--- config.mk ---
export PLATFORM = sky130hd
export DESIGN_NAME = length_prefixed_frame_parser
export DESIGN_NICKNAME = d
export VERILOG_FILES = /design/src/sv/lpfp_pkg.sv /design/src/sv/length_prefixed_frame_parser.sv
export SDC_FILE = /design/constraint.sdc
export NUM_CORES = 1
export LEC_CHECK = 0
export BUFFER_PORTS_ARGS = -buffer_cell sky130_fd_sc_hd__buf_2
export CAP_MARGIN = 15
export CORE_UTILIZATION = 29
export CTS_CLUSTER_DIAMETER = 100
export CTS_CLUSTER_SIZE = 40
export DETAILED_ROUTE_END_ITERATION = 10
export GPL_ROUTABILITY_DRIVEN = 0
export HOLD_SLACK_MARGIN = 0.05
export PLACE_DENSITY = 0.49
export SKIP_LAST_GASP = 1
export SLEW_MARGIN = 20
export SYNTH_ARGS = -nofsm -noshare
export SYNTH_HDL_FRONTEND = slang
export SYNTH_SLANG_ARGS = --single-unit
export TNS_END_PERCENT = 20
--- constraint.sdc ---
create_clock -name clk -period 4.7 [get_ports clk]
set_input_delay 0 -clock clk [delete_from_list [all_inputs] [get_ports clk]]
set_output_delay 0 -clock clk [all_outputs]
set_load 0.01 [all_outputs]
--- src/sv/lpfp_pkg.sv ---
// shared constants and codes for the length-prefixed frame parser
package lpfp_pkg;

  localparam int unsigned HDR_LEN   = 3;
  localparam int unsigned CNT_W     = 10;
  localparam int unsigned COUNT_MAX = (1 << CNT_W) - 1;

  typedef enum logic [2:0] {
    CLS_TYPE    = 3'd0,
    CLS_ID_LEN  = 3'd1,
    CLS_PAY_LEN = 3'd2,
    CLS_ID      = 3'd3,
    CLS_PAYLOAD = 3'd4,
    CLS_EXCESS  = 3'd5
  } byte_class_t;

  typedef enum logic [1:0] {
    ST_OK        = 2'd0,
    ST_TOO_SHORT = 2'd1,
    ST_LEN_BAD   = 2'd2
  } frame_status_t;

endpackage

--- src/sv/length_prefixed_frame_parser.sv ---
// top level of the length-prefixed frame parser
// an accepted item waits in the input register, then moves on to the result register
// throughput: one item per clock while the output is not stalled; the input register doubles
//   as a skid stage, so an item is still taken while a finished result waits at the output
// per-item work is one 10-bit count compare/subtract pass against the captured header
// reset (rst_n low, synchronous) clears both valid bits, the byte count and the header fields
module length_prefixed_frame_parser (
  input  logic       clk,
  input  logic       rst_n,
  // input channel
  input  logic       in_valid,
  output logic       in_stall,
  input  logic [7:0] in_byte,
  input  logic       in_last,
  // result channel
  output logic       out_valid,
  input  logic       out_stall,
  output logic [7:0] out_byte_value,
  output logic [2:0] out_byte_class,
  output logic [7:0] out_field_index,
  output logic [7:0] out_conn_type,
  output logic [7:0] out_id_length,
  output logic [7:0] out_payload_length,
  output logic       out_frame_end,
  output logic [1:0] out_frame_status
);

  localparam int unsigned CW = lpfp_pkg::CNT_W;

  // input register (also holds an item while the result side is stalled)
  logic       in_vld_r;
  logic [7:0] in_byte_r;
  logic       in_last_r;

  // frame state
  logic [CW-1:0] byte_count_r, byte_count_nxt;
  logic [7:0]    type_r, type_nxt;
  logic [7:0]    id_len_r, id_len_nxt;
  logic [7:0]    pay_len_r, pay_len_nxt;

  // result register
  logic       out_vld_r;
  logic [7:0] byte_value_r;
  logic [2:0] byte_class_r;
  logic [7:0] field_index_r;
  logic [7:0] conn_type_r;
  logic [7:0] id_length_r;
  logic [7:0] payload_length_r;
  logic       frame_end_r;
  logic [1:0] frame_status_r;

  // per-item results
  lpfp_pkg::byte_class_t   cls;
  lpfp_pkg::frame_status_t status;
  logic [7:0]    idx;
  logic [7:0]    type_cur, id_cur, pay_cur;
  logic [CW-1:0] id_end, pay_end;
  logic [CW-1:0] off_id, off_pay;
  logic [CW:0]   total, declared;

  logic adv;     // item in the input register moves to the result register
  logic in_acc;

  assign adv    = in_vld_r && (!out_vld_r || !out_stall);
  assign in_acc = in_valid && !in_stall;
  // the input register frees up in the same cycle that it drains
  assign in_stall = in_vld_r && !adv;

  // header capture, including the byte at hand
  always_comb begin
    type_cur = type_r;
    id_cur   = id_len_r;
    pay_cur  = pay_len_r;
    if (byte_count_r == CW'(0)) begin
      type_cur = in_byte_r;
    end
    if (byte_count_r == CW'(1)) begin
      id_cur = in_byte_r;
    end
    if (byte_count_r == CW'(2)) begin
      pay_cur = in_byte_r;
    end
  end

  // field boundaries; at most 3 + 255 + 255, so they fit the count width
  assign id_end  = CW'(lpfp_pkg::HDR_LEN) + CW'(id_len_r);
  assign pay_end = id_end + CW'(pay_len_r);
  assign off_id  = byte_count_r - CW'(lpfp_pkg::HDR_LEN);
  assign off_pay = byte_count_r - id_end;

  // byte classification
  always_comb begin
    idx = 8'd0;
    case (byte_count_r)
      CW'(0): cls = lpfp_pkg::CLS_TYPE;
      CW'(1): cls = lpfp_pkg::CLS_ID_LEN;
      CW'(2): cls = lpfp_pkg::CLS_PAY_LEN;
      default: begin
        if (byte_count_r < id_end) begin
          cls = lpfp_pkg::CLS_ID;
          idx = off_id[7:0];
        end else if (byte_count_r < pay_end) begin
          cls = lpfp_pkg::CLS_PAYLOAD;
          idx = off_pay[7:0];
        end else begin
          cls = lpfp_pkg::CLS_EXCESS;
        end
      end
    endcase
  end

  // end-of-buffer check; the total is one past the current position
  assign total    = {1'b0, byte_count_r} + (CW+1)'(1);
  assign declared = (CW+1)'(lpfp_pkg::HDR_LEN) + (CW+1)'(id_cur) + (CW+1)'(pay_cur);

  always_comb begin
    status = lpfp_pkg::ST_OK;
    if (in_last_r) begin
      if (total < (CW+1)'(lpfp_pkg::HDR_LEN)) begin
        status = lpfp_pkg::ST_TOO_SHORT;
      end else if (total != declared) begin
        status = lpfp_pkg::ST_LEN_BAD;
      end
    end
  end

  // next frame state: cleared after the last byte, count saturates otherwise
  always_comb begin
    byte_count_nxt = byte_count_r;
    type_nxt       = type_cur;
    id_len_nxt     = id_cur;
    pay_len_nxt    = pay_cur;
    if (in_last_r) begin
      byte_count_nxt = '0;
      type_nxt       = 8'd0;
      id_len_nxt     = 8'd0;
      pay_len_nxt    = 8'd0;
    end else if (byte_count_r != CW'(lpfp_pkg::COUNT_MAX)) begin
      byte_count_nxt = byte_count_r + CW'(1);
    end
  end

  // input register
  always_ff @(posedge clk) begin
    if (!rst_n) begin
      in_vld_r <= 1'b0;
    end else begin
      if (in_acc) begin
        in_vld_r <= 1'b1;
      end else if (adv) begin
        in_vld_r <= 1'b0;
      end
    end
    if (in_acc) begin
      in_byte_r <= in_byte;
      in_last_r <= in_last;
    end
  end

  // frame state
  always_ff @(posedge clk) begin
    if (!rst_n) begin
      byte_count_r <= '0;
      type_r       <= 8'd0;
      id_len_r     <= 8'd0;
      pay_len_r    <= 8'd0;
    end else if (adv) begin
      byte_count_r <= byte_count_nxt;
      type_r       <= type_nxt;
      id_len_r     <= id_len_nxt;
      pay_len_r    <= pay_len_nxt;
    end
  end

  // result register; holds while stalled
  always_ff @(posedge clk) begin
    if (!rst_n) begin
      out_vld_r <= 1'b0;
    end else if (adv) begin
      out_vld_r <= 1'b1;
    end else if (!out_stall) begin
      out_vld_r <= 1'b0;
    end
    if (adv) begin
      byte_value_r     <= in_byte_r;
      byte_class_r     <= cls;
      field_index_r    <= idx;
      conn_type_r      <= type_cur;
      id_length_r      <= id_cur;
      payload_length_r <= pay_cur;
      frame_end_r      <= in_last_r;
      frame_status_r   <= status;
    end
  end

  assign out_valid          = out_vld_r;
  assign out_byte_value     = byte_value_r;
  assign out_byte_class     = byte_class_r;
  assign out_field_index    = field_index_r;
  assign out_conn_type      = conn_type_r;
  assign out_id_length      = id_length_r;
  assign out_payload_length = payload_length_r;
  assign out_frame_end      = frame_end_r;
  assign out_frame_status   = frame_status_r;

`ifndef SYNTH
  // status is only non-ok on the closing item
  a_status_only_at_end: assert property (@(posedge clk) disable iff (!rst_n)
    out_vld_r && !frame_end_r |-> frame_status_r == lpfp_pkg::ST_OK)
    else $error("non-ok status on an item that does not end the frame");

  // a buffer ending on its first byte is always too short
  a_one_byte_short: assert property (@(posedge clk) disable iff (!rst_n)
    out_vld_r && frame_end_r && byte_class_r == lpfp_pkg::CLS_TYPE
    |-> frame_status_r == lpfp_pkg::ST_TOO_SHORT)
    else $error("single-byte buffer not flagged too short");

  // ending on an excess byte means the total overran the declared length
  a_excess_bad_len: assert property (@(posedge clk) disable iff (!rst_n)
    out_vld_r && frame_end_r && byte_class_r == lpfp_pkg::CLS_EXCESS
    |-> frame_status_r == lpfp_pkg::ST_LEN_BAD)
    else $error("frame ending in excess bytes not flagged");

  // state is back at reset value after a closing item moves on
  a_clear_after_end: assert property (@(posedge clk) disable iff (!rst_n)
    adv && in_last_r |=> byte_count_r == '0 && id_len_r == 8'd0 && pay_len_r == 8'd0)
    else $error("frame state not cleared after last byte");
`endif

endmodule
==> Word-level counts from Yosys, hierarchy flattened <==
Cells that the tools add are included.
Widths: inputs -> output; s select.
{ "word_totals": {"register_bits": 91, "in_bits": 13, "word_cells": 67} }
{ "classes": {"add_sub_neg": 8, "n_lt_le_gt_ge": 3, "eq_ne": 5, "n_mux": 19, "bitwise": 1, "reduce_logical": 14} }
{ "op_table": {"columns": ["cell", "count"], "rows": [
  ["$mux 8", 8],
  ["$add 9x8->10", 2],
  ["$mux 10", 2],
  ["$add 2x8->9 const A", 2],
  ["$add 10x1->11 const B", 1],
  ["$lt 11x2->1 const B", 1],
  ["$ne 11x10->1", 1],
  ["$add 10x1->10 const B", 1],
  ["$eq 10x1->1 const B", 1],
  ["$eq 10x2->1 const B", 1],
  ["$logic_not 10->1", 1],
  ["$lt 10x10->1", 1],
  ["$lt 10x9->1", 1],
  ["$ne 10x10->1 const B", 1],
  ["$pmux 3 s3", 1],
  ["$sub 8x2->8 const B", 1],
  ["$sub 8x8->8", 1],
  ["$mux 1", 6],
  ["$logic_not 1->1", 4],
  ["$reduce_bool 2->1", 2],
  ["$logic_and 1x1->1", 3],
  ["$mux 3", 1],
  ["$reduce_or 3->1", 1],
  ["$mux 2", 1],
  ["5 further kinds", 5]
]} }

==> Logic depth before layout (Yosys ltp) <==
{ "depth": {"ltp_word": 8, "ltp_mapped": 19, "depth_no_buf": 17} }

==> Least setup slack after synthesis <==
Ideal clock, no wire load.
{ "synth_timing": {"kind": "register to register", "startpoint": "reg byte_count_r[3]", "endpoint": "reg frame_status_r[1], in the netlist out_frame_status[1], data pin", "arrival_time_ps": 3683, "required_time_ps": 4439, "slack_ps": 756, "stages_incl_launch_ff": 17, "n_path_buf": 2, "period_less_slack_ps": 3944, "path_cell_list": "dfxtp_1 > buf_6 > or4_4 > nor3_4 > nand2_1 > buf_2 > mux2_2 > ha_1 > inv_1 > fa_1 > nor2b_1 > o21ai_0 > a21boi_0 > o221ai_1 > xor2_1 > nand2_1 > o311a_1"} }
{ "synth_via": {"elab_cells_between_ends": 11, "cone_classes": "3 x add/sub; 1 x order compare; 3 x eq/ne; 3 x mux; 1 x reduce/logical"} }
{ "synth_rtl": {"columns": ["element", "line", "text"], "rows": [
  ["from (decl)", "length_prefixed_frame_parser.sv:36", "logic [CW-1:0] byte_count_r, byte_count_nxt;"],
  ["from (signal assigned)", "length_prefixed_frame_parser.sv:168", "byte_count_r <= byte_count_nxt;"],
  ["$eq 10x2->1", "length_prefixed_frame_parser.sv:80", "if (byte_count_r == CW'(2)) begin"],
  ["$mux 8", "length_prefixed_frame_parser.sv:80", null],
  ["via pay_cur[2]", "length_prefixed_frame_parser.sv:56", "logic [7:0] type_cur, id_cur, pay_cur;"],
  ["$add 9x8->10", "length_prefixed_frame_parser.sv:114", "assign declared = (CW+1)'(lpfp_pkg::HDR_LEN) + (CW+1)'(id_cur) + (CW+1)'(pay_cur);"],
  ["$ne 11x10->1", "length_prefixed_frame_parser.sv:121", "end else if (total != declared) begin"],
  ["$mux 2", "length_prefixed_frame_parser.sv:121", null],
  ["to (signal assigned)", "length_prefixed_frame_parser.sv:192", "frame_status_r <= status;"],
  ["to (decl)", "length_prefixed_frame_parser.sv:50", "logic [1:0] frame_status_r;"]
]} }
The timed path passes the listed nets, and every way through them passes these cells.
A chain may end at the register's enable or synchronous reset.

==> Worst setup path in the final report <==
{ "layout_timing": {"startpoint": "reg byte_count_r[2]", "endpoint": "reg frame_status_r[1], in the netlist out_frame_status[1], data pin"} }
The elaborated chain is that of the path after synthesis.

==> results list <==
* Family with the most delay on the worst path: simple AND/OR/NAND/NOR gates
- Max-cap violations in this run came to 0.
- Endpoint required time on the critical path: 4.80 ns
- Latest clock arrival within the worst-skew pair: 0.35 ns
* List of cells traversed by the critical path: or4_4, nor3_4, nand2_1, buf_4, mux2_2, ha_1, inv_1, fa_1, nor2b_1, o21ai_0, a21boi_0, o221ai_1, xor2_1, nand2_1, o311a_1
- After clock tree synthesis, the clock-pin slew on the worst setup and hold paths is 0.07 ns.
- After routing the design area is 6377 µm².
* Syn. warnings: 0
- Commonest cells in the synthesized netlist: sky130_fd_sc_hd__edfxtp_1 (55), sky130_fd_sc_hd__ha_1 (46), sky130_fd_sc_hd__nor2b_1 (40)
- Measured against its own limit, the worst slew margin works out to 43.68%.
* Die width: 138.2 µm
- Number of distinct library cells after synthesis: 58
- The critical path contains buffers and inverters numbering 2 combined.
- Unrepaired setup endpoints after global routing: no
- Setup violations remaining at the end of the flow were counted as 0.
- Wire length per cell: 17.04 µm
* Post-Place Cell Area: 5951 µm²
* Maximum VDD drop: 0.1563 mV
- Total via count in the routed design: 4,051
* Proportion of synthesized area in mux cells: 4.957%
- The largest single stage delay on the critical path is 0.63 ns.
* Maximum number of pins on one net before global-route repair: 47
- For this design the static power due to leakage is 2.572 nW.
- # Post-CTS Setup Buffers: 0
* Critical path arrival: 4.45 ns
- On the final layout, the worst hold slack is 0.1724 ns.
- The min-delay analysis places its worst path in the category primary input to register.
- Adder-cell share of the synthesized area: 11.82%
- GRT Overall Usage: 15.01%
- Summing the areas of all and, or, nand and nor instances in the mapped netlist gives 14.29% of the synthesized area.
* TritonRoute pass-1 iters: 8
* Count of buffers inserted at the top-level ports: 60
- Synthesis produced a netlist whose cell count is 503.
* Worst Skew: 0.01327 ns
- Of the cells placed in the final design, the portion with a size suffix greater than 1 is 20.58%.
- The total overflow left after global routing is 0.
* Number of enable flip-flop cells after synthesis: 55
- The final layout contains 640 nets.
* Violations in the final reports: design-rule violations
* Half-perimeter wire length after detailed placement: 10.31 mm
- The die is 138.2 µm tall.
- Clock tree from TritonCTS: built
* Fraction of synthesis flops using an asynchronous set or reset pin: 0%
* Crit path time final: 4.349 ns
- Buffers inserted during clock tree synthesis total 9.
* ANT cells: 0
* Area share of the largest cell type after synthesis: 30.72%
- Maximum root-to-sink buffer count: 2
- CTS saw 91 sinks.
- In this run the clock root is driven by a sky130_fd_sc_hd__clkbuf_16.
* Class of the most critical setup path: register to register
- Critical Path Sink Type: register
- Combinational family with the most area after synthesis: simple AND/OR/NAND/NOR gates
* Biggest area contributors in the synthesized netlist: sky130_fd_sc_hd__edfxtp_1 (31%), sky130_fd_sc_hd__dfxtp_1 (13%), sky130_fd_sc_hd__ha_1 (11%), sky130_fd_sc_hd__xnor2_1 (5.4%), sky130_fd_sc_hd__nor2b_1 (4.7%)
- Final Cycle Share: 92.54%
- Slew at the pin with the worst max-slew slack: 0.8430 ns
- Routed WL: 13.84 mm
- Summing the areas of all compound-gate instances in the mapped netlist gives 13.61% of the synthesized area.
- The via count of the first global-routing pass is 4,047.
- Post-Synthesis Cell Area: 5376 µm²
* Most frequent cell after synthesis: sky130_fd_sc_hd__edfxtp_1
* Power density cells: 286.3 nW/µm²
- On the critical path, the stage with the largest delay is an instance of sky130_fd_sc_hd__or4_4.
- Primary FF master, synth: sky130_fd_sc_hd__edfxtp_1
- The first global-routing pass estimated 22.07 mm of wire.
- Overall die area: 19,090 µm²
- CP dominant cell by count: sky130_fd_sc_hd__nand2_1
- For this configuration, the core starts out at a cell density of 29.73%.
- The flow ran to the end, but the final reports show violations.
* Number of remaining DRC errors: 6
- Cell row count: 49
* Area Overhead vs Synth: 18.62%
- Dividing the detail-routed via count by the number of cells gives 4.989.
* DRT antenna net count: 0
- In this run the standard cell core region covers 18,090 µm².
* Setup TNS Final: 0 ns
- Share of the synthesized netlist area taken by xor and xnor gates: 7.331%
* Boundary Pins: 61
* Highest achievable clock rate: 229.9 MHz
* Starting DRC count in detailed routing: 387
- Synth Net Count: 565
- STA classifies the critical path startpoint as a register.
- Seq/Total Area, Yosys: 44.12%
- The number of antenna violations at the first check in global routing was 0.
* Final hold violation count: 0
- The average instance in the mapped netlist occupies 10.69 µm².
* Worst-path fanout max: 14
- Counting flops and latches in the post-synthesis netlist gives 91.
* Slew Viols, Final: 0
* CTS H-Tree Depth: 3
- The largest total area in the synthesized netlist belongs to sky130_fd_sc_hd__edfxtp_1.
==> timing repair <==
| action | in CTS | in global routing |
|---|---|---|
| hold endpoints to repair | 11 | 0 |
| resized for setup | 0 | 0 |
| hold buffers | 11 | 0 |
==> where the power goes <==
part	leakage [nW]	internal, mW	switching, mW
logic	1.59	0.0631	0.0858
registers	0.825	0.876	0.0147
clock network	0.154	0.439	0.348
==> layout make-up <==
cell class                      count  area (µm²)
Clock buffer                       10       239.0
Clock inverter                      6       77.57
Fill cell                        1806       11710
Inverter                           30       112.6
Multi-Input combinational cell    364        2796
Sequential cell                    91        2372
Tap cell                          229       286.5
Timing Repair Buffer               82       493.0
==> layout by cell type, fill, tap and decap left out, drive strengths merged, types with 4 or more instances in the layout <==
master / Yosys / layout
nor3: 8 / 8
and3: 8 / 8
inv: 30 / 34
clkbuf: 10 / 10
a21o: 8 / 8
a21oi: 14 / 14
or3: 5 / 5
mux2: 21 / 21
nand3: 10 / 10
o22ai: 5 / 5
xor2: 12 / 12
nand4: 4 / 4
dfxtp: 36 / 36
buf: 8 / 71
a21boi: 7 / 7
nand2: 19 / 19
dlygate4sd3: 0 / 11
a22oi: 26 / 26
xnor2: 33 / 33
edfxtp: 55 / 55
nor2b: 40 / 40
ha: 46 / 46
o21ai: 26 / 26
and2: 6 / 6
nor2: 24 / 24
==> worst register-to-register path, delay by kind of cell (launching register included) <==
kind | cells | cell delay (ns)
adders and majority gates | 2 | 0.75
xor gates and xnor gates | 1 | 0.17
DFF | 1 | 0.45
AOI/OAI and AO/OA | 4 | 0.92
and+or+nand+nor | 5 | 1.24
muxes | 1 | 0.31
buffers and inverters | 2 | 0.27
==> state kept, by name, indices dropped and copies added (netlist names), 2 cells and up <==
signal	flops
out_payload_length	8
type_r	8
out_id_length	8
pay_len_r	8
byte_count_r	10
out_field_index	8
out_frame_status	2
out_conn_type	8
id_len_r	8
out_byte_value	8
out_byte_class	3
in_byte_r	8
==> cells by family after synthesis <==
kind of cell	count (synthesis)
mux	24
simple gates	138
fa+ha+maj	49
flops	91
xor+xnor	45
compound gates	108
buf+inv	48
==> path summary, 6_finish.rpt <==
path	depth (start not counted)	slack [ns]	start	end
max	15	0.35	byte_count_r[2]	out_frame_status[1]
max reg2reg	15	0.35	byte_count_r[2]	out_frame_status[1]
min	2	0.17	rst_n	in_vld_r
min reg2reg	2	0.52	type_r[0]	type_r[0]
==> layer usage <==
metal / part of all wire (%) / vias up / wire (µm) / GRT usage (%)
met3: 4.2 / 15 / 587 / 3.048
li1: - / 1972 / - / -
met4: 1.6 / 0 / 220 / 5.263
met2: 47 / 97 / 6504 / 24.46
met5: 0 / - / 0 / 0
met1: 47 / 1967 / 6526 / 19.76
==> per-stage QoR <==
step                      util [%]  setup slack [ns]  total power [mW]  instances
after CTS                    35.26            0.3906             1.846        812
after floorplan                  -            0.7562            0.9971        503
after global placement       32.90            0.4830             1.051        785
after detailed placement     32.90            0.4303             1.053        785
after global routing         35.26           0.09186             1.891        812
final                        35.26            0.3507             1.826        812
(Power assumes the default switching activity.)
